<file path="src/design/slc_pkg.sv">
`default_nettype none

package slc_pkg;

    // Field widths.
    localparam int TIME_W    = 32;
    localparam int SOC_W     = 7;
    localparam int AMP_W     = 16;
    localparam int CNT_W     = 4;
    localparam int MASK_W    = 8;
    localparam int CFG_IDX_W = 3;
    localparam int CFG_DAT_W = 32;

    // Default number of load stages.
    localparam int NUM_STAGES_DEF = 8;

    // Depth of the queue between the front and back parts.
    localparam int QUEUE_DEPTH = 2;
    localparam int QPTR_W      = (QUEUE_DEPTH > 1) ? $clog2(QUEUE_DEPTH) : 1;
    localparam int QCNT_W      = $clog2(QUEUE_DEPTH + 1);

    // Configuration register indexes.
    localparam logic [CFG_IDX_W-1:0] REG_SOC_HIGH     = 3'd0;
    localparam logic [CFG_IDX_W-1:0] REG_SOC_LOW      = 3'd1;
    localparam logic [CFG_IDX_W-1:0] REG_CURRENT_UP   = 3'd2;
    localparam logic [CFG_IDX_W-1:0] REG_CURRENT_DOWN = 3'd3;
    localparam logic [CFG_IDX_W-1:0] REG_HEAT_ENABLE  = 3'd4;
    localparam logic [CFG_IDX_W-1:0] REG_HOLDOFF_MS   = 3'd5;

    // Configuration reset values.
    localparam logic [SOC_W-1:0]        SOC_HIGH_RST     = 7'd80;
    localparam logic [SOC_W-1:0]        SOC_LOW_RST      = 7'd60;
    localparam logic signed [AMP_W-1:0] CURRENT_UP_RST   = 16'sd2;
    localparam logic signed [AMP_W-1:0] CURRENT_DOWN_RST = 16'sd0;
    localparam logic                    HEAT_ENABLE_RST  = 1'b0;
    localparam logic [TIME_W-1:0]       HOLDOFF_MS_RST   = 32'd10000;

    // One classified evaluation as it travels from the front to the back part.
    typedef struct packed {
        logic [TIME_W-1:0] now_ms;
        logic              eval;       // heating on and measurements valid
        logic              shed;       // heating off: shed every stage
        logic              soc_below;  // charge below the low threshold
        logic              soc_above;  // charge at or above the high threshold
        logic              amps_up;    // current at or above the upper limit
        logic              amps_down;  // current at or below the lower limit
    } t_item;

    // Queue status seen by both sides.
    typedef struct packed {
        logic full;
        logic empty;
    } t_q_stat;

    // Highest stage count, saturated to what the count field can hold.
    function automatic logic [CNT_W-1:0] f_max_stages(input int n);
        logic [CNT_W-1:0] m;
        if (n > (2 ** CNT_W - 1)) begin
            m = CNT_W'(2 ** CNT_W - 1);
        end else begin
            m = CNT_W'(n);
        end
        return m;
    endfunction

    // Active-low relay drive: bit i is low while i is below the stage count.
    function automatic logic [MASK_W-1:0] f_relay_mask(input logic [CNT_W-1:0] cnt);
        logic [MASK_W-1:0] mask;
        for (int i = 0; i < MASK_W; i++) begin
            mask[i] = (i >= int'(cnt));
        end
        return mask;
    endfunction

endpackage

`default_nettype wire

</file>
<file path="src/design/slc_if.sv">
`default_nettype none

// Evaluation input channel.
interface slc_in_if;
    logic                                valid;
    logic                                ready;
    logic [slc_pkg::TIME_W-1:0]          now_ms;
    logic [slc_pkg::SOC_W-1:0]           charge_pct;
    logic signed [slc_pkg::AMP_W-1:0]    batt_amps;
    logic                                meter_ok;

    modport source (output valid, now_ms, charge_pct, batt_amps, meter_ok, input ready);
    modport sink   (input valid, now_ms, charge_pct, batt_amps, meter_ok, output ready);
endinterface

// Result output channel.
interface slc_out_if;
    logic                          valid;
    logic                          ready;
    logic [slc_pkg::CNT_W-1:0]     stage_count;
    logic [slc_pkg::MASK_W-1:0]    relay_mask;
    logic                          mode_on;

    modport source (output valid, stage_count, relay_mask, mode_on, input ready);
    modport sink   (input valid, stage_count, relay_mask, mode_on, output ready);
endinterface

// Configuration write channel.
interface slc_cfg_if;
    logic                              valid;
    logic                              ready;
    logic [slc_pkg::CFG_IDX_W-1:0]     index;
    logic [slc_pkg::CFG_DAT_W-1:0]     data;

    modport source (output valid, index, data, input ready);
    modport sink   (input valid, index, data, output ready);
endinterface

`default_nettype wire

</file>
<file path="src/design/slc_front.sv">
`default_nettype none

module slc_front (
    input  wire                          i_clk,
    input  wire                          i_rst_n,
    slc_in_if.sink                       i_in,
    slc_cfg_if.sink                      i_cfg,
    input  wire slc_pkg::t_q_stat        i_q_stat,
    output logic                         o_push,
    output slc_pkg::t_item               o_item,
    output logic [slc_pkg::TIME_W-1:0]   o_holdoff_ms
);

    logic [slc_pkg::SOC_W-1:0]        r_soc_high;
    logic [slc_pkg::SOC_W-1:0]        r_soc_low;
    logic signed [slc_pkg::AMP_W-1:0] r_current_up;
    logic signed [slc_pkg::AMP_W-1:0] r_current_down;
    logic                             r_heat_enable;
    logic [slc_pkg::TIME_W-1:0]       r_holdoff_ms;

    // Configuration writes are always taken; unknown indexes are dropped.
    assign i_cfg.ready = 1'b1;

    always_ff @(posedge i_clk) begin
        if (!i_rst_n) begin
            r_soc_high     <= slc_pkg::SOC_HIGH_RST;
            r_soc_low      <= slc_pkg::SOC_LOW_RST;
            r_current_up   <= slc_pkg::CURRENT_UP_RST;
            r_current_down <= slc_pkg::CURRENT_DOWN_RST;
            r_heat_enable  <= slc_pkg::HEAT_ENABLE_RST;
            r_holdoff_ms   <= slc_pkg::HOLDOFF_MS_RST;
        end else if (i_cfg.valid) begin
            case (i_cfg.index)
                slc_pkg::REG_SOC_HIGH:     r_soc_high     <= i_cfg.data[slc_pkg::SOC_W-1:0];
                slc_pkg::REG_SOC_LOW:      r_soc_low      <= i_cfg.data[slc_pkg::SOC_W-1:0];
                slc_pkg::REG_CURRENT_UP:   r_current_up   <= i_cfg.data[slc_pkg::AMP_W-1:0];
                slc_pkg::REG_CURRENT_DOWN: r_current_down <= i_cfg.data[slc_pkg::AMP_W-1:0];
                slc_pkg::REG_HEAT_ENABLE:  r_heat_enable  <= i_cfg.data[0];
                slc_pkg::REG_HOLDOFF_MS:   r_holdoff_ms   <= i_cfg.data[slc_pkg::TIME_W-1:0];
                default: begin
                end
            endcase
        end
    end

    // An evaluation is taken whenever the queue has room.
    assign i_in.ready   = !i_q_stat.full;
    assign o_push       = i_in.valid && !i_q_stat.full;
    assign o_holdoff_ms = r_holdoff_ms;

    // Classify the evaluation against the thresholds; none of this needs state.
    always_comb begin
        o_item.now_ms    = i_in.now_ms;
        o_item.eval      = r_heat_enable && i_in.meter_ok;
        o_item.shed      = !r_heat_enable;
        o_item.soc_below = i_in.charge_pct < r_soc_low;
        o_item.soc_above = i_in.charge_pct >= r_soc_high;
        o_item.amps_up   = i_in.batt_amps >= r_current_up;
        o_item.amps_down = i_in.batt_amps <= r_current_down;
    end

endmodule

`default_nettype wire

</file>
<file path="src/design/slc_queue.sv">
`default_nettype none

module slc_queue (
    input  wire                     i_clk,
    input  wire                     i_rst_n,
    input  wire                     i_push,
    input  wire slc_pkg::t_item     i_item,
    input  wire                     i_pop,
    output slc_pkg::t_q_stat        o_stat,
    output slc_pkg::t_item          o_head
);

    localparam int                     DEPTH   = slc_pkg::QUEUE_DEPTH;
    localparam logic [slc_pkg::QPTR_W-1:0] PTR_LAST = slc_pkg::QPTR_W'(DEPTH - 1);
    localparam logic [slc_pkg::QCNT_W-1:0] CNT_FULL = slc_pkg::QCNT_W'(DEPTH);

    slc_pkg::t_item                r_mem [DEPTH];
    logic [slc_pkg::QPTR_W-1:0]    r_wr_ptr;
    logic [slc_pkg::QPTR_W-1:0]    r_rd_ptr;
    logic [slc_pkg::QCNT_W-1:0]    r_count;

    assign o_stat.full  = (r_count == CNT_FULL);
    assign o_stat.empty = (r_count == '0);
    assign o_head       = r_mem[r_rd_ptr];

    // Entry storage.
    always_ff @(posedge i_clk) begin
        if (i_push) begin
            r_mem[r_wr_ptr] <= i_item;
        end
    end

    // Pointers and fill count.
    always_ff @(posedge i_clk) begin
        if (!i_rst_n) begin
            r_wr_ptr <= '0;
            r_rd_ptr <= '0;
            r_count  <= '0;
        end else begin
            if (i_push) begin
                r_wr_ptr <= (r_wr_ptr == PTR_LAST) ? '0 : r_wr_ptr + 1'b1;
            end
            if (i_pop) begin
                r_rd_ptr <= (r_rd_ptr == PTR_LAST) ? '0 : r_rd_ptr + 1'b1;
            end
            if (i_push && !i_pop) begin
                r_count <= r_count + 1'b1;
            end else if (i_pop && !i_push) begin
                r_count <= r_count - 1'b1;
            end
        end
    end

endmodule

`default_nettype wire

</file>
<file path="src/design/slc_back.sv">
`default_nettype none

module slc_back #(
    parameter int NUM_STAGES = slc_pkg::NUM_STAGES_DEF
) (
    input  wire                          i_clk,
    input  wire                          i_rst_n,
    input  wire slc_pkg::t_q_stat        i_q_stat,
    input  wire slc_pkg::t_item          i_head,
    input  wire [slc_pkg::TIME_W-1:0]    i_holdoff_ms,
    output logic                         o_pop,
    slc_out_if.source                    o_out
);

    localparam logic [slc_pkg::CNT_W-1:0] MAX_STAGES = slc_pkg::f_max_stages(NUM_STAGES);

    logic [slc_pkg::CNT_W-1:0]   r_stages;
    logic                        r_mode;
    logic [slc_pkg::TIME_W-1:0]  r_last;
    logic                        r_out_valid;
    logic [slc_pkg::MASK_W-1:0]  r_relay_mask;

    logic [slc_pkg::CNT_W-1:0]   n_stages;
    logic                        n_mode;
    logic [slc_pkg::TIME_W-1:0]  n_last;
    logic [slc_pkg::TIME_W-1:0]  elapsed;
    logic                        fire;

    // Work on the queue head when the result slot is empty or being drained.
    assign fire  = !i_q_stat.empty && (!r_out_valid || o_out.ready);
    assign o_pop = fire;

    // Elapsed time since the last switch decision, wrapping modulo 2^32.
    assign elapsed = i_head.now_ms - r_last;

    // State update for one evaluation.
    always_comb begin
        n_stages = r_stages;
        n_mode   = r_mode;
        n_last   = r_last;
        if (i_head.eval) begin
            if (i_head.soc_below) begin
                n_mode   = 1'b0;
                n_stages = '0;
            end
            if (i_head.soc_above) begin
                n_mode = 1'b1;
            end
            if (elapsed > i_holdoff_ms) begin
                if (n_mode && i_head.amps_up) begin
                    if (n_stages < MAX_STAGES) begin
                        n_stages = n_stages + 1'b1;
                    end
                    n_last = i_head.now_ms;
                end
                if (n_mode && i_head.amps_down) begin
                    if (n_stages != '0) begin
                        n_stages = n_stages - 1'b1;
                    end
                    n_last = i_head.now_ms;
                end
            end
        end else if (i_head.shed) begin
            n_stages = '0;
        end
    end

    // Controller state doubles as the result register, since it only moves
    // when a new result is loaded.
    always_ff @(posedge i_clk) begin
        if (!i_rst_n) begin
            r_stages     <= '0;
            r_mode       <= 1'b0;
            r_last       <= '0;
            r_out_valid  <= 1'b0;
            r_relay_mask <= slc_pkg::f_relay_mask('0);
        end else begin
            if (fire) begin
                r_stages     <= n_stages;
                r_mode       <= n_mode;
                r_last       <= n_last;
                r_relay_mask <= slc_pkg::f_relay_mask(n_stages);
                r_out_valid  <= 1'b1;
            end else if (o_out.ready) begin
                r_out_valid <= 1'b0;
            end
        end
    end

    assign o_out.valid       = r_out_valid;
    assign o_out.stage_count = r_stages;
    assign o_out.relay_mask  = r_relay_mask;
    assign o_out.mode_on     = r_mode;

endmodule

`default_nettype wire

</file>
<file path="src/design/staged_load_controller.sv">
// Path: an accepted input is written into the two-entry queue; the back part
// then loads it from the queue head into the result register when the output is free.
// Throughput: one evaluation per cycle while the output is not stalled, set by
// the state update in the back part (one 32-bit subtract and compare plus the count step).
// Reset: synchronous, active low; loads register defaults, clears stage
// count, mode and last switch time, and empties the queue and output.
`default_nettype none

module staged_load_controller #(
    parameter int NUM_STAGES = slc_pkg::NUM_STAGES_DEF
) (
    input  wire        i_clk,
    input  wire        i_rst_n,
    slc_in_if.sink     i_in,
    slc_cfg_if.sink    i_cfg,
    slc_out_if.source  o_out
);

    slc_pkg::t_q_stat              q_stat;
    slc_pkg::t_item                push_item;
    slc_pkg::t_item                head_item;
    logic                          push;
    logic                          pop;
    logic [slc_pkg::TIME_W-1:0]    holdoff_ms;

    // Front part: configuration and classification.
    slc_front u_front (
        .i_clk        (i_clk),
        .i_rst_n      (i_rst_n),
        .i_in         (i_in),
        .i_cfg        (i_cfg),
        .i_q_stat     (q_stat),
        .o_push       (push),
        .o_item       (push_item),
        .o_holdoff_ms (holdoff_ms)
    );

    // Queue between the two parts.
    slc_queue u_queue (
        .i_clk   (i_clk),
        .i_rst_n (i_rst_n),
        .i_push  (push),
        .i_item  (push_item),
        .i_pop   (pop),
        .o_stat  (q_stat),
        .o_head  (head_item)
    );

    // Back part: staging state and result register.
    slc_back #(
        .NUM_STAGES (NUM_STAGES)
    ) u_back (
        .i_clk        (i_clk),
        .i_rst_n      (i_rst_n),
        .i_q_stat     (q_stat),
        .i_head       (head_item),
        .i_holdoff_ms (holdoff_ms),
        .o_pop        (pop),
        .o_out        (o_out)
    );

endmodule

`default_nettype wire

</file>
<file path="src/flat_wrapper.sv">
// flat-port wrapper written by rule: the top's interface ports become plain ports
module staged_load_controller_flat 
#(
    parameter int NUM_STAGES = slc_pkg::NUM_STAGES_DEF
)
  (i_clk, i_rst_n, i_in_valid, i_in_now_ms, i_in_charge_pct, i_in_batt_amps, i_in_meter_ok, i_in_ready, i_cfg_valid, i_cfg_index, i_cfg_data, i_cfg_ready, o_out_valid, o_out_stage_count, o_out_relay_mask, o_out_mode_on, o_out_ready);
  slc_in_if i_in_i ();
  slc_cfg_if i_cfg_i ();
  slc_out_if o_out_i ();
  input  wire i_clk;
  input  wire i_rst_n;
  input wire logic [$bits(i_in_i.valid)-1:0] i_in_valid;
  input wire logic [$bits(i_in_i.now_ms)-1:0] i_in_now_ms;
  input wire logic [$bits(i_in_i.charge_pct)-1:0] i_in_charge_pct;
  input wire logic [$bits(i_in_i.batt_amps)-1:0] i_in_batt_amps;
  input wire logic [$bits(i_in_i.meter_ok)-1:0] i_in_meter_ok;
  output wire logic [$bits(i_in_i.ready)-1:0] i_in_ready;
  input wire logic [$bits(i_cfg_i.valid)-1:0] i_cfg_valid;
  input wire logic [$bits(i_cfg_i.index)-1:0] i_cfg_index;
  input wire logic [$bits(i_cfg_i.data)-1:0] i_cfg_data;
  output wire logic [$bits(i_cfg_i.ready)-1:0] i_cfg_ready;
  output wire logic [$bits(o_out_i.valid)-1:0] o_out_valid;
  output wire logic [$bits(o_out_i.stage_count)-1:0] o_out_stage_count;
  output wire logic [$bits(o_out_i.relay_mask)-1:0] o_out_relay_mask;
  output wire logic [$bits(o_out_i.mode_on)-1:0] o_out_mode_on;
  input wire logic [$bits(o_out_i.ready)-1:0] o_out_ready;
  assign i_in_i.valid = i_in_valid;
  assign i_in_i.now_ms = i_in_now_ms;
  assign i_in_i.charge_pct = i_in_charge_pct;
  assign i_in_i.batt_amps = i_in_batt_amps;
  assign i_in_i.meter_ok = i_in_meter_ok;
  assign i_in_ready = i_in_i.ready;
  assign i_cfg_i.valid = i_cfg_valid;
  assign i_cfg_i.index = i_cfg_index;
  assign i_cfg_i.data = i_cfg_data;
  assign i_cfg_ready = i_cfg_i.ready;
  assign o_out_valid = o_out_i.valid;
  assign o_out_stage_count = o_out_i.stage_count;
  assign o_out_relay_mask = o_out_i.relay_mask;
  assign o_out_mode_on = o_out_i.mode_on;
  assign o_out_i.ready = o_out_ready;
  staged_load_controller #(.NUM_STAGES(NUM_STAGES)) u_core (.i_clk(i_clk), .i_rst_n(i_rst_n), .i_in(i_in_i), .i_cfg(i_cfg_i), .o_out(o_out_i));
endmodule
</file>
<file path="config.mk">
export PLATFORM = sky130hd
export DESIGN_NAME = staged_load_controller_flat
export DESIGN_NICKNAME = d
export VERILOG_FILES = /design/src/design/slc_pkg.sv /design/src/design/slc_if.sv /design/src/design/slc_front.sv /design/src/design/slc_queue.sv /design/src/design/slc_back.sv /design/src/design/staged_load_controller.sv /design/src/flat_wrapper.sv
export SDC_FILE = /design/constraint.sdc
export NUM_CORES = 1
export LEC_CHECK = 0
export BUFFER_PORTS_ARGS = -buffer_cell sky130_fd_sc_hd__buf_2
export CAP_MARGIN = 20
export CORE_MARGIN = 4
export CORE_UTILIZATION = 50
export CTS_CLUSTER_DIAMETER = 30
export DETAILED_ROUTE_END_ITERATION = 10
export GPL_TIMING_DRIVEN = 0
export HOLD_SLACK_MARGIN = 0.05
export PLACE_DENSITY = 0.66
export SLEW_MARGIN = 10
export SYNTH_ARGS = -nofsm -noshare
export SYNTH_HDL_FRONTEND = slang
export SYNTH_SLANG_ARGS = --single-unit
</file>
<file path="constraint.sdc">
create_clock -name i_clk -period 6.35 [get_ports i_clk]
set_clock_uncertainty 0.2 [all_clocks]
set_input_delay 0.635 -clock i_clk [delete_from_list [all_inputs] [get_ports i_clk]]
set_output_delay 0.635 -clock i_clk [all_outputs]
set_load 0.005 [all_outputs]
</file>
Yosys cells after proc, flatten, opt, wreduce, memory -nomap -nowiden --
Memories as Yosys holds them, arrays and structs flattened. A register that Yosys moved wholly into a read port is not among the register bits. Index checks and enable logic that the tools add are counted.
Operators by class: add/sub/neg operators 7, multiply operators 0, divide/modulo/power cells 0, magnitude comparators 14, equal/unequal tests 6, shifts and indexed selects 0, mux-type cells 26, bitwise gates (word level) 0, reductions and logical operators 28
Operators by type and width (count):
- 32-bit two-way mux | 2
- 4-bit two-way mux | 11
- 32-bit > comparator | 1
- 32-bit subtractor | 1
- 16-bit greater-or-equal comparator | 1
- 3-bit by 4-bit greater-or-equal comparator with 1-bit output, first input constant | 4
- 16-bit <= comparator | 1
- 2-bit AND reduction | 7
- 1-bit two-way mux | 11
- 1-bit by 4-bit greater-or-equal comparator with 1-bit output, first input constant | 2
- 2-bit by 4-bit greater-or-equal comparator with 1-bit output, first input constant | 2
- 7-bit greater-or-equal comparator | 1
- 1-bit logical AND | 7
- 7-bit less-than comparator | 1
- 3-bit by 2-bit equality test with 1-bit output, second input constant | 2
- 3-bit equality test, second input constant | 2
- 1-bit logical NOT | 6
- 2-bit nonzero test | 3
- 4-bit by 1-bit adder with 4-bit output, second input constant | 1
- 4-bit less-than comparator, second input constant | 1
- 2-bit two-way mux | 2
- 4-bit AND reduction | 1
- 4-bit nonzero test | 1
- 4-bit by 1-bit subtractor with 4-bit output, second input constant | 1
- 8 further kinds | 9
Storage, ports and cells: register bits 129, latch bits 0, memory bits (writable) 76, ROM bits 0, input bits 96, memories 1
Memory list:
- u_core.u_queue.r_mem | words 2, bits a word 38, rd ports 1, clocked after Yosys merged registers in 1, write ports 1, RTL line slc_queue.sv:17 | slc_pkg::t_item r_mem [DEPTH];

Longest topological paths before layout --
Gate-level depths: netlist of the first run.
depth after elaboration 13, mapped depth 27, depth with buffers taken out 23

Hierarchy --
Synthesis of the first run repeated with hierarchy kept, for this count alone.
Unflattened totals: cell total of the unflattened synthesis 1270, area, all modules 11696.2 µm²
Modules (own cells, without submodules):
- slc_back | instances 1, cells each 593, area an instance 4433.0 µm², seq. area each 920.9 µm²
- slc_front | instances 1, cells each 537, area an instance 4299.1 µm², seq. area each 1581.5 µm²
- slc_queue | instances 1, cells each 140, area an instance 2964.1 µm², seq. area each 2382.3 µm²

Worst setup path after synthesis of the first run --
Ideal clock, no wire load.
kind reg-to-reg, start register (tool-made name), end register u_core.u_back.r_last[10] in the netlist's numbering, library setup time 128 ps, data arrival time 5478 ps, required time 6022 ps, slack 544 ps, stages on the path, launching flop included 28, cells stage by stage dfxtp_1 -> buf_6 -> clkbuf_1 -> mux2i_1 -> ha_1 -> inv_1 -> fa_1 -> a21o_1 -> a21oi_1 -> nor2b_1 -> o311ai_0 -> a311oi_1 -> o211ai_1 -> a21oi_1 -> mux2i_1 -> or2_2 -> ha_1 -> nand4_1 -> nor2_1 -> and3_1 -> nor2_1 -> a31oi_1 -> o21a_1 -> and4_1 -> buf_4 -> buf_6 -> mux2i_1 -> nor2_1
RTL lines:
- to (signal assigned) | RTL line slc_back.sv:81 | r_last <= n_last;
- to (decl) | RTL line slc_back.sv:19 | logic [slc_pkg::TIME_W-1:0] r_last;

==> results of run 1 <==
==> synthesized netlist by cell type, types with 10 or more instances <==
cell,count
nor2b_1,14
nand3_1,23
o211ai_1,15
o21ai_0,28
inv_1,121
o21a_1,21
clkbuf_1,39
edfxtp_1,76
nor2_1,86
a21o_1,18
nand2b_1,12
nor3_1,13
nand4_1,16
a21oi_1,115
and3_1,10
dfxtp_1,130
mux2_2,33
ha_1,112
nand2_1,183
xnor2_1,17
xor2_1,15
mux2i_1,45
==> power groups by stage <==
stage,Clock (mW),Sequential [mW],Combinational [mW]
finish,2.20,1.64,2.35
global route,2.32,1.66,2.64
CTS,2.24,1.64,2.28
detailed placement,0,1.66,2.20
global placement,0,1.66,2.14
floorplan,0,1.65,1.67
==> area by class of cell <==
cell class	instances	area [um2]
flip-flops and latches	206	4890
inverters	122	458
multi-input cells	862	6020
clock buffers	57	1220
fillers	1949	8520
clock inverters	27	249
plain buffers	46	248
repair buffers	113	611
well taps	285	357
==> stage by stage <==
step                area, um2  instances  util [%]  hold WS (ns)
finish                  14100       1718      62.3         0.100
global route            14100       1718      62.3        0.0826
CTS                     14000       1715      61.9        0.0777
detailed placement      12400       1631      55.0         0.236
global placement        12300       1628      54.7         0.230
floorplan               11500       1236         -         0.236
==> kinds of logic after synthesis <==
logic type | count (synthesis) | synth area share [%]
mux | 80 | 7.44
compound gates | 258 | 14.7
fa+ha+maj | 113 | 12.4
simple gates | 378 | 14.5
xor+xnor | 32 | 2.45
buf+inv | 168 | 5.84
other cells | 1 | 0.0327
flops | 206 | 42.6
==> layout by cell type, fill, tap and decap left out, types with 45 or more instances in the layout <==
cell and count:
dfxtp_1 129, clkbuf_16 47, inv_1 121, clkbuf_1 45, a21oi_1 111, nand2_1 183
edfxtp_1 76, ha_1 111, nor2_1 84, buf_2 109
==> path summary, 6_finish.rpt <==
check                                                       start                           endpoint  slack (ns)  cells past startpoint
worst min-delay path                              i_in_now_ms[11]        u_core.u_queue.r_mem[1][17]        0.10                      1
worst max-delay path                                    flip-flop           u_core.u_back.r_last[29]        0.31                     28
worst max register to register                          flip-flop           u_core.u_back.r_last[29]        0.31                     28
worst min register to register  u_core.u_back.o_out.relay_mask[7]  u_core.u_back.o_out.relay_mask[7]        0.25                      1
==> registers in the layout, summed over array words and instances, names as in the netlist, named ones only <==
signal / cells
u_core.u_back.o_out.valid: 1
u_core.u_front.r_soc_low: 7
u_core.u_back.o_out.stage_count: 4
u_core.u_queue.r_count: 2
u_core.u_back.r_last: 32
u_core.u_front.o_holdoff_ms: 32
u_core.u_back.o_out.mode_on: 1
u_core.u_front.r_soc_high: 7
u_core.u_back.o_out.relay_mask: 8
u_core.u_queue.r_mem: 76
u_core.u_front.r_heat_enable: 1
u_core.u_front.r_current_up: 16
u_core.u_queue.r_rd_ptr: 1
u_core.u_front.r_current_down: 16
u_core.u_queue.r_wr_ptr: 1
==> routing by layer <==
metal  global-route usage (%)  vias up  routed length, um
met1                     27.0     4235              12000
met2                     35.6      198              12700
met4                     5.29        0                439
met3                     3.60       38               1280
li1                         -     4651                  -
met5                        0        -                  0
==> timing repair <==
item | in CTS | in global routing
resized for setup | 19 | 23
endpoints found under the setup margin | 44 | 40
buffers inserted | 0 | 3
hold endpoints to repair | 0 | 0
pin swaps | 3 | 6
==> run_results.csv, run 1 <==
group,metric,value,unit
logic_synthesis,synth.distinct_cells,71,
power_and_ir_drop,p_switching,2.16,mW
timing,setup_violations,0,
power_and_ir_drop,peakVddDrop,0.328,mV
routing,drc_errors,0,
global_routing,antenna_found_initial,0,
cells_and_area,antennaDiodeCount,0,
logic_synthesis,syn_nets,1445,
power_and_ir_drop,p_total,6.20,mW
routing,via_count,9122,
logic_synthesis,synthArstFlopShare,0,%
clock_network,h-tree-depth,2,
global_routing,grt_use_total,20.6,%
placement,place_ws,-1.10,ns
timing,worst_pin_slew,0.908,ns
timing,finalHoldViolCount,0,
routing,drt_wl_total,26.5,mm
clock_network,root_buffer,"clkbuf_16",
logic_synthesis,avgSynthCellArea,9.27,um2
logic_synthesis,yosys_warnings,0,
timing,fin_crit_sh,95.1,%
logic_synthesis,synth.largest_area_cell,"dfxtp_1",
timing,fmax,0.166,GHz
timing,slew_headroom,39.0,%
timing,period_minus_slack,6.04,ns
critical_path,endpoint_kind,"flip-flop",
floorplan,initial_utilization,50.8,%
min_path,hold_class,"primary input to flip-flop",
run,drv_cap,0,
clock_network,cts_buffer_depth,3,
floorplan,die_y,159,um
power_and_ir_drop,power_density,441,mW/mm2
power_and_ir_drop,sw_frac_of_total,34.9,%
logic_synthesis,synth_top_area_share,22.7,%
power_and_ir_drop,leakage,5.46,nW
floorplan,die_area,0.0254,mm2
routing,routedWlPerCell,15.4,um
critical_path,slowest_delay,0.41,ns
critical_path,startpoint_type,"flip-flop",
routing,drt_iter0_drc,435,
placement,port_buffers,107,
floorplan,core_area,0.0226,mm2
power_and_ir_drop,p_int,4.03,mW
routing,ant_nets,0,
clock_network,clk_latency,0.52,ns
placement,gp_congestion,0.877,
clock_network,tritoncts,"done",
logic_synthesis,ys_seq_area_share,42.6,%
critical_path,cp_max_fo,10,
power_and_ir_drop,seqPwrFrac,26.5,%
cells_and_area,area_delta_synth_final,22.7,%
critical_path,crit_family,"compound AO/OA/AOI/OAI gates",
critical_path,cp.required,6.52,ns
critical_path,cpMostUsedCell,"nor2_1",
timing,setup_ws,0.313,ns
cells_and_area,drive_gt1_share,18.9,%
global_routing,grt_overflow,0,
logic_synthesis,synth_edf_count,76,
cells_and_area,nNetsFinal,1605,
floorplan,die-width,159,um
routing,drtPass1Iterations,4,
placement,hpwl,19.8,mm
clock_network,clkTransAtPathRegs,0.05,ns
timing,final_max_slew_viol_count,0,
timing,rsz0062_at_grt,"false",
critical_path,slowest_stage,"fa_1",
timing,setup-tns-final,0,ns
global_routing,grt_pass1_wl,43.7,mm
clock_network,hold_buffers,0,
floorplan,rows,55,
global_routing,grt_max_degree,23,
logic_synthesis,syn_inst,1236,
critical_path,path_class,"flip-flop to flip-flop",
global_routing,grt_pass1_vias,8971,
power_and_ir_drop,pwr-share-comb,37.9,%
logic_synthesis,ys_ff_latch,206,
logic_synthesis,synthTopCellsByArea,"dfxtp_1 23%, edfxtp_1 20%, ha_1 12%",
clock_network,clock-sinks,206,
critical_path,crit_arrival,6.20,ns
routing,via_per_inst,5.31,
power_and_ir_drop,p_clk_share,35.6,%
run_status,outcome,"finished, final reports clean",
floorplan,ios,112,
logic_synthesis,synth_area,0.0115,mm2
logic_synthesis,ys.flop_type,"dfxtp_1",
critical_path,crit_buf_inv,6,
clock_network,numCtsBuffers,45,
Note: power is estimated with default switching activity, not from simulation.
==> run 2, diff against run 1 <==
--- a/config.mk
+++ b/config.mk
@@ -14,6 +14,7 @@
 export GPL_TIMING_DRIVEN = 0
 export HOLD_SLACK_MARGIN = 0.05
 export PLACE_DENSITY = 0.66
+export RECOVER_POWER = 25
 export SLEW_MARGIN = 10
 export SYNTH_ARGS = -nofsm -noshare
 export SYNTH_HDL_FRONTEND = slang
==> constraint.sdc (replaced) <==
create_clock -name i_clk -period 5.9 [get_ports i_clk]
set_clock_uncertainty 0.2 [all_clocks]
set_input_delay 0.59 -clock i_clk [delete_from_list [all_inputs] [get_ports i_clk]]
set_output_delay 0.59 -clock i_clk [all_outputs]
set_load 0.005 [all_outputs]
==> run 2 against run 1 <==
  * Non-clock buffer count is 23 higher
  * Worst hold slack worse by 0.033 ns
  * Sequential power is 8% higher
  * Clock-buffer cell count stayed put
  * Core utilization is 1.5 points higher
  * Maximum frequency is 6.5% higher
  * Sequential share of layout area is 0.78 points lower
  * Global-route usage is 0.29 points higher
  * Critical path depth is 3 lower
  * First-iteration DRC count is 0.92% higher
  * Largest cell class unchanged
==> run_results.csv, run 2 (synthesis results as in run 1) <==
group,metric,value,unit
clock_network,cts_buffer_depth,3,
routing,wl_met2,13.0,mm
timing,setup_ws,0.234,ns
critical_path,cp_max_fo,9,
critical_path,crit_arrival,5.92,ns
timing,rsz0062_at_grt,"true",
min_path,hp-start,"i_in_now_ms[26]",
clock_network,numCtsBuffers,45,
clock_network,root_buffer,"clkbuf_16",
power_and_ir_drop,sw_frac_of_total,34.8,%
global_routing,grt_use_total,20.9,%
placement,place_ws,-1.55,ns
timing,worst_pin_slew,0.907,ns
power_and_ir_drop,p_int,4.44,mW
placement,hpwl,19.8,mm
clock_network,tritoncts,"done",
min_path,min_to,"u_core.u_queue.r_mem[1][32]",
cells_and_area,drive_gt1_share,19.0,%
global_routing,grt_overflow,0,
global_routing,grt_max_degree,23,
floorplan,initial_utilization,50.8,%
routing,drt_wl_total,26.8,mm
power_and_ir_drop,pwr-share-comb,39.1,%
timing,final_max_slew_viol_count,0,
cells_and_area,layout_commonest_cell,"nand2_1",
run,drv_cap,0,
placement,gp_congestion,0.877,
clock_network,clk_latency,0.52,ns
routing,wl_met1,12.0,mm
floorplan,ios,112,
global_routing,grt_pass1_wl,44.4,mm
clock_network,clkTransAtPathRegs,0.05,ns
critical_path,r2r_cells,25,
routing,route.top_layer_used,"met4",
run_status,outcome,"finished, final reports clean",
power_and_ir_drop,leakage,5.56,nW
routing,via_per_inst,5.27,
min_path,hold_path_depth,1,
critical_path,rrSetupSlack,0.23,ns
routing,drt_iter0_drc,439,
clock_network,clock-sinks,206,
critical_path,startpoint_type,"flip-flop",
routing,ant_nets,0,
critical_path,r2r_end,"u_core.u_back.o_out.relay_mask[4]",
timing,setup-tns-final,0,ns
routing,drtPass1Iterations,5,
floorplan,die-width,159,um
cells_and_area,largest-register,"u_core.u_queue.r_mem",
timing,slew_headroom,39.1,%
power_and_ir_drop,power_density,473,mW/mm2
cells_and_area,largest_reg_flops,76,
cells_and_area,final_cell_mix,"183 x nand2_1, 129 x dfxtp_1, 121 x inv_1",
placement,port_buffers,107,
power_and_ir_drop,p_switching,2.36,mW
global_routing,grt_pass1_vias,9133,
floorplan,die_y,159,um
clock_network,h-tree-depth,2,
routing,drc_errors,0,
critical_path,path_class,"flip-flop to flip-flop",
global_routing,antenna_found_initial,0,
min_path,hold_class,"primary input to flip-flop",
cells_and_area,area_delta_synth_final,25.5,%
placement,post-place-cells,1631,
critical_path,cp.required,6.15,ns
cells_and_area,antennaDiodeCount,0,
routing,dr_wl_met3,1.30,mm
floorplan,core_area,0.0226,mm2
critical_path,endpoint_kind,"flip-flop",
timing,fmax,0.176,GHz
floorplan,die_area,0.0254,mm2
routing,via_count,9169,
timing,fin_crit_sh,96.0,%
timing,setup_violations,0,
cells_and_area,layout.cells.non_filler,1741,
cells_and_area,nNetsFinal,1628,
floorplan,rows,55,
timing,period_minus_slack,5.67,ns
power_and_ir_drop,peakVddDrop,0.356,mV
timing,finalHoldViolCount,0,
power_and_ir_drop,p_clk_share,34.9,%
routing,routedWlPerCell,15.4,um
power_and_ir_drop,seqPwrFrac,26.0,%
run 2: changes by cell type in the layout (fill, tap and decap cells not counted), moves of 4 or more:
cell,before,now
ha_1,111,106
buf_2,109,90
buf_4,4,15
dlygate4sd3_1,0,19
ha_2,1,5
clkbuf_1,45,58
run 2: worst max path at each step:
stage                         start                                 to  slack [ns]  depth (start not counted)
final                     flip-flop  u_core.u_back.o_out.relay_mask[4]        0.23                         25
after global routing      flip-flop           u_core.u_back.r_last[24]       -0.03                         26
after CTS                 flip-flop           u_core.u_back.r_last[29]       0.009                         27
after detailed placement  flip-flop           u_core.u_back.r_last[17]       -1.55                         27
after global placement    flip-flop           u_core.u_back.r_last[21]       -1.43                         27
after floorplan           flip-flop           u_core.u_back.r_last[10]        0.09                         27
run 2: critical path, stage by stage (launching register included):
cell and delay, ns:
dfxtp_4 0.37, buf_12 0.14, clkbuf_16 0.16, mux2i_4 0.31, ha_4 0.18, inv_1 0.05
fa_2 0.35, a21o_1 0.19, a21oi_2 0.17, nor2b_2 0.08, o21a_1 0.19, o21ai_2 0.17
o21ai_2 0.10, a221o_1 0.35, a21oi_2 0.15, xnor2_1 0.14, ha_1 0.27, and3_4 0.19
nand3_2 0.09, a211oi_1 0.06, a2111oi_2 0.34, a31oi_4 0.18, o21a_4 0.26, a32o_2 0.27
or4_4 0.51, nand4_1 0.11
run 2: timing repair:
| action | in CTS | in global routing |
|---|---|---|
| gates resized for setup | 42 | 24 |
| hold buffers | 19 | 0 |
| endpoints found under the hold margin | 37 | 0 |
| setup endpoints to repair | 44 | 44 |
| pin swaps | 9 | 19 |
| setup buffers | 6 | 8 |
run 2: power by group through the flow:
| stage | registers (mW) | clock network [mW] | logic (mW) |
|---|---|---|---|
| after global routing | 1.79 | 2.50 | 2.98 |
| after floorplan | 1.77 | 0 | 1.80 |
| after CTS | 1.77 | 2.41 | 2.56 |
| after global placement | 1.79 | 0 | 2.31 |
| final | 1.77 | 2.37 | 2.66 |
| after detailed placement | 1.79 | 0 | 2.37 |
run 2: cell type report:
type,count,area (um2)
Tap cell,285,357
Inverter,122,458
Sequential cell,206,4890
Clock buffer,57,1220
Clock inverter,27,249
Multi-Input combinational cell,862,6100
Buffer,39,244
Fill cell,1933,8190
Timing Repair Buffer,143,860
run 2: per-layer routing:
metal  vias up  global-route usage, %
li1       4694                      -
met1      4234                   27.2
met3        43                   3.57
met5         -                      0
met4         0                   5.25
met2       198                   36.4
run 2: through the flow:
step	utilization [%]	hold slack [ns]	total power, mW	cell area [um2]
floorplan	-	0.236	3.57	11500
global placement	54.7	0.230	4.10	12300
detailed placement	55.0	0.236	4.16	12400
CTS	63.2	0.0515	6.73	14300
global route	63.7	0.0548	7.27	14400
finish	63.7	0.0672	6.80	14400
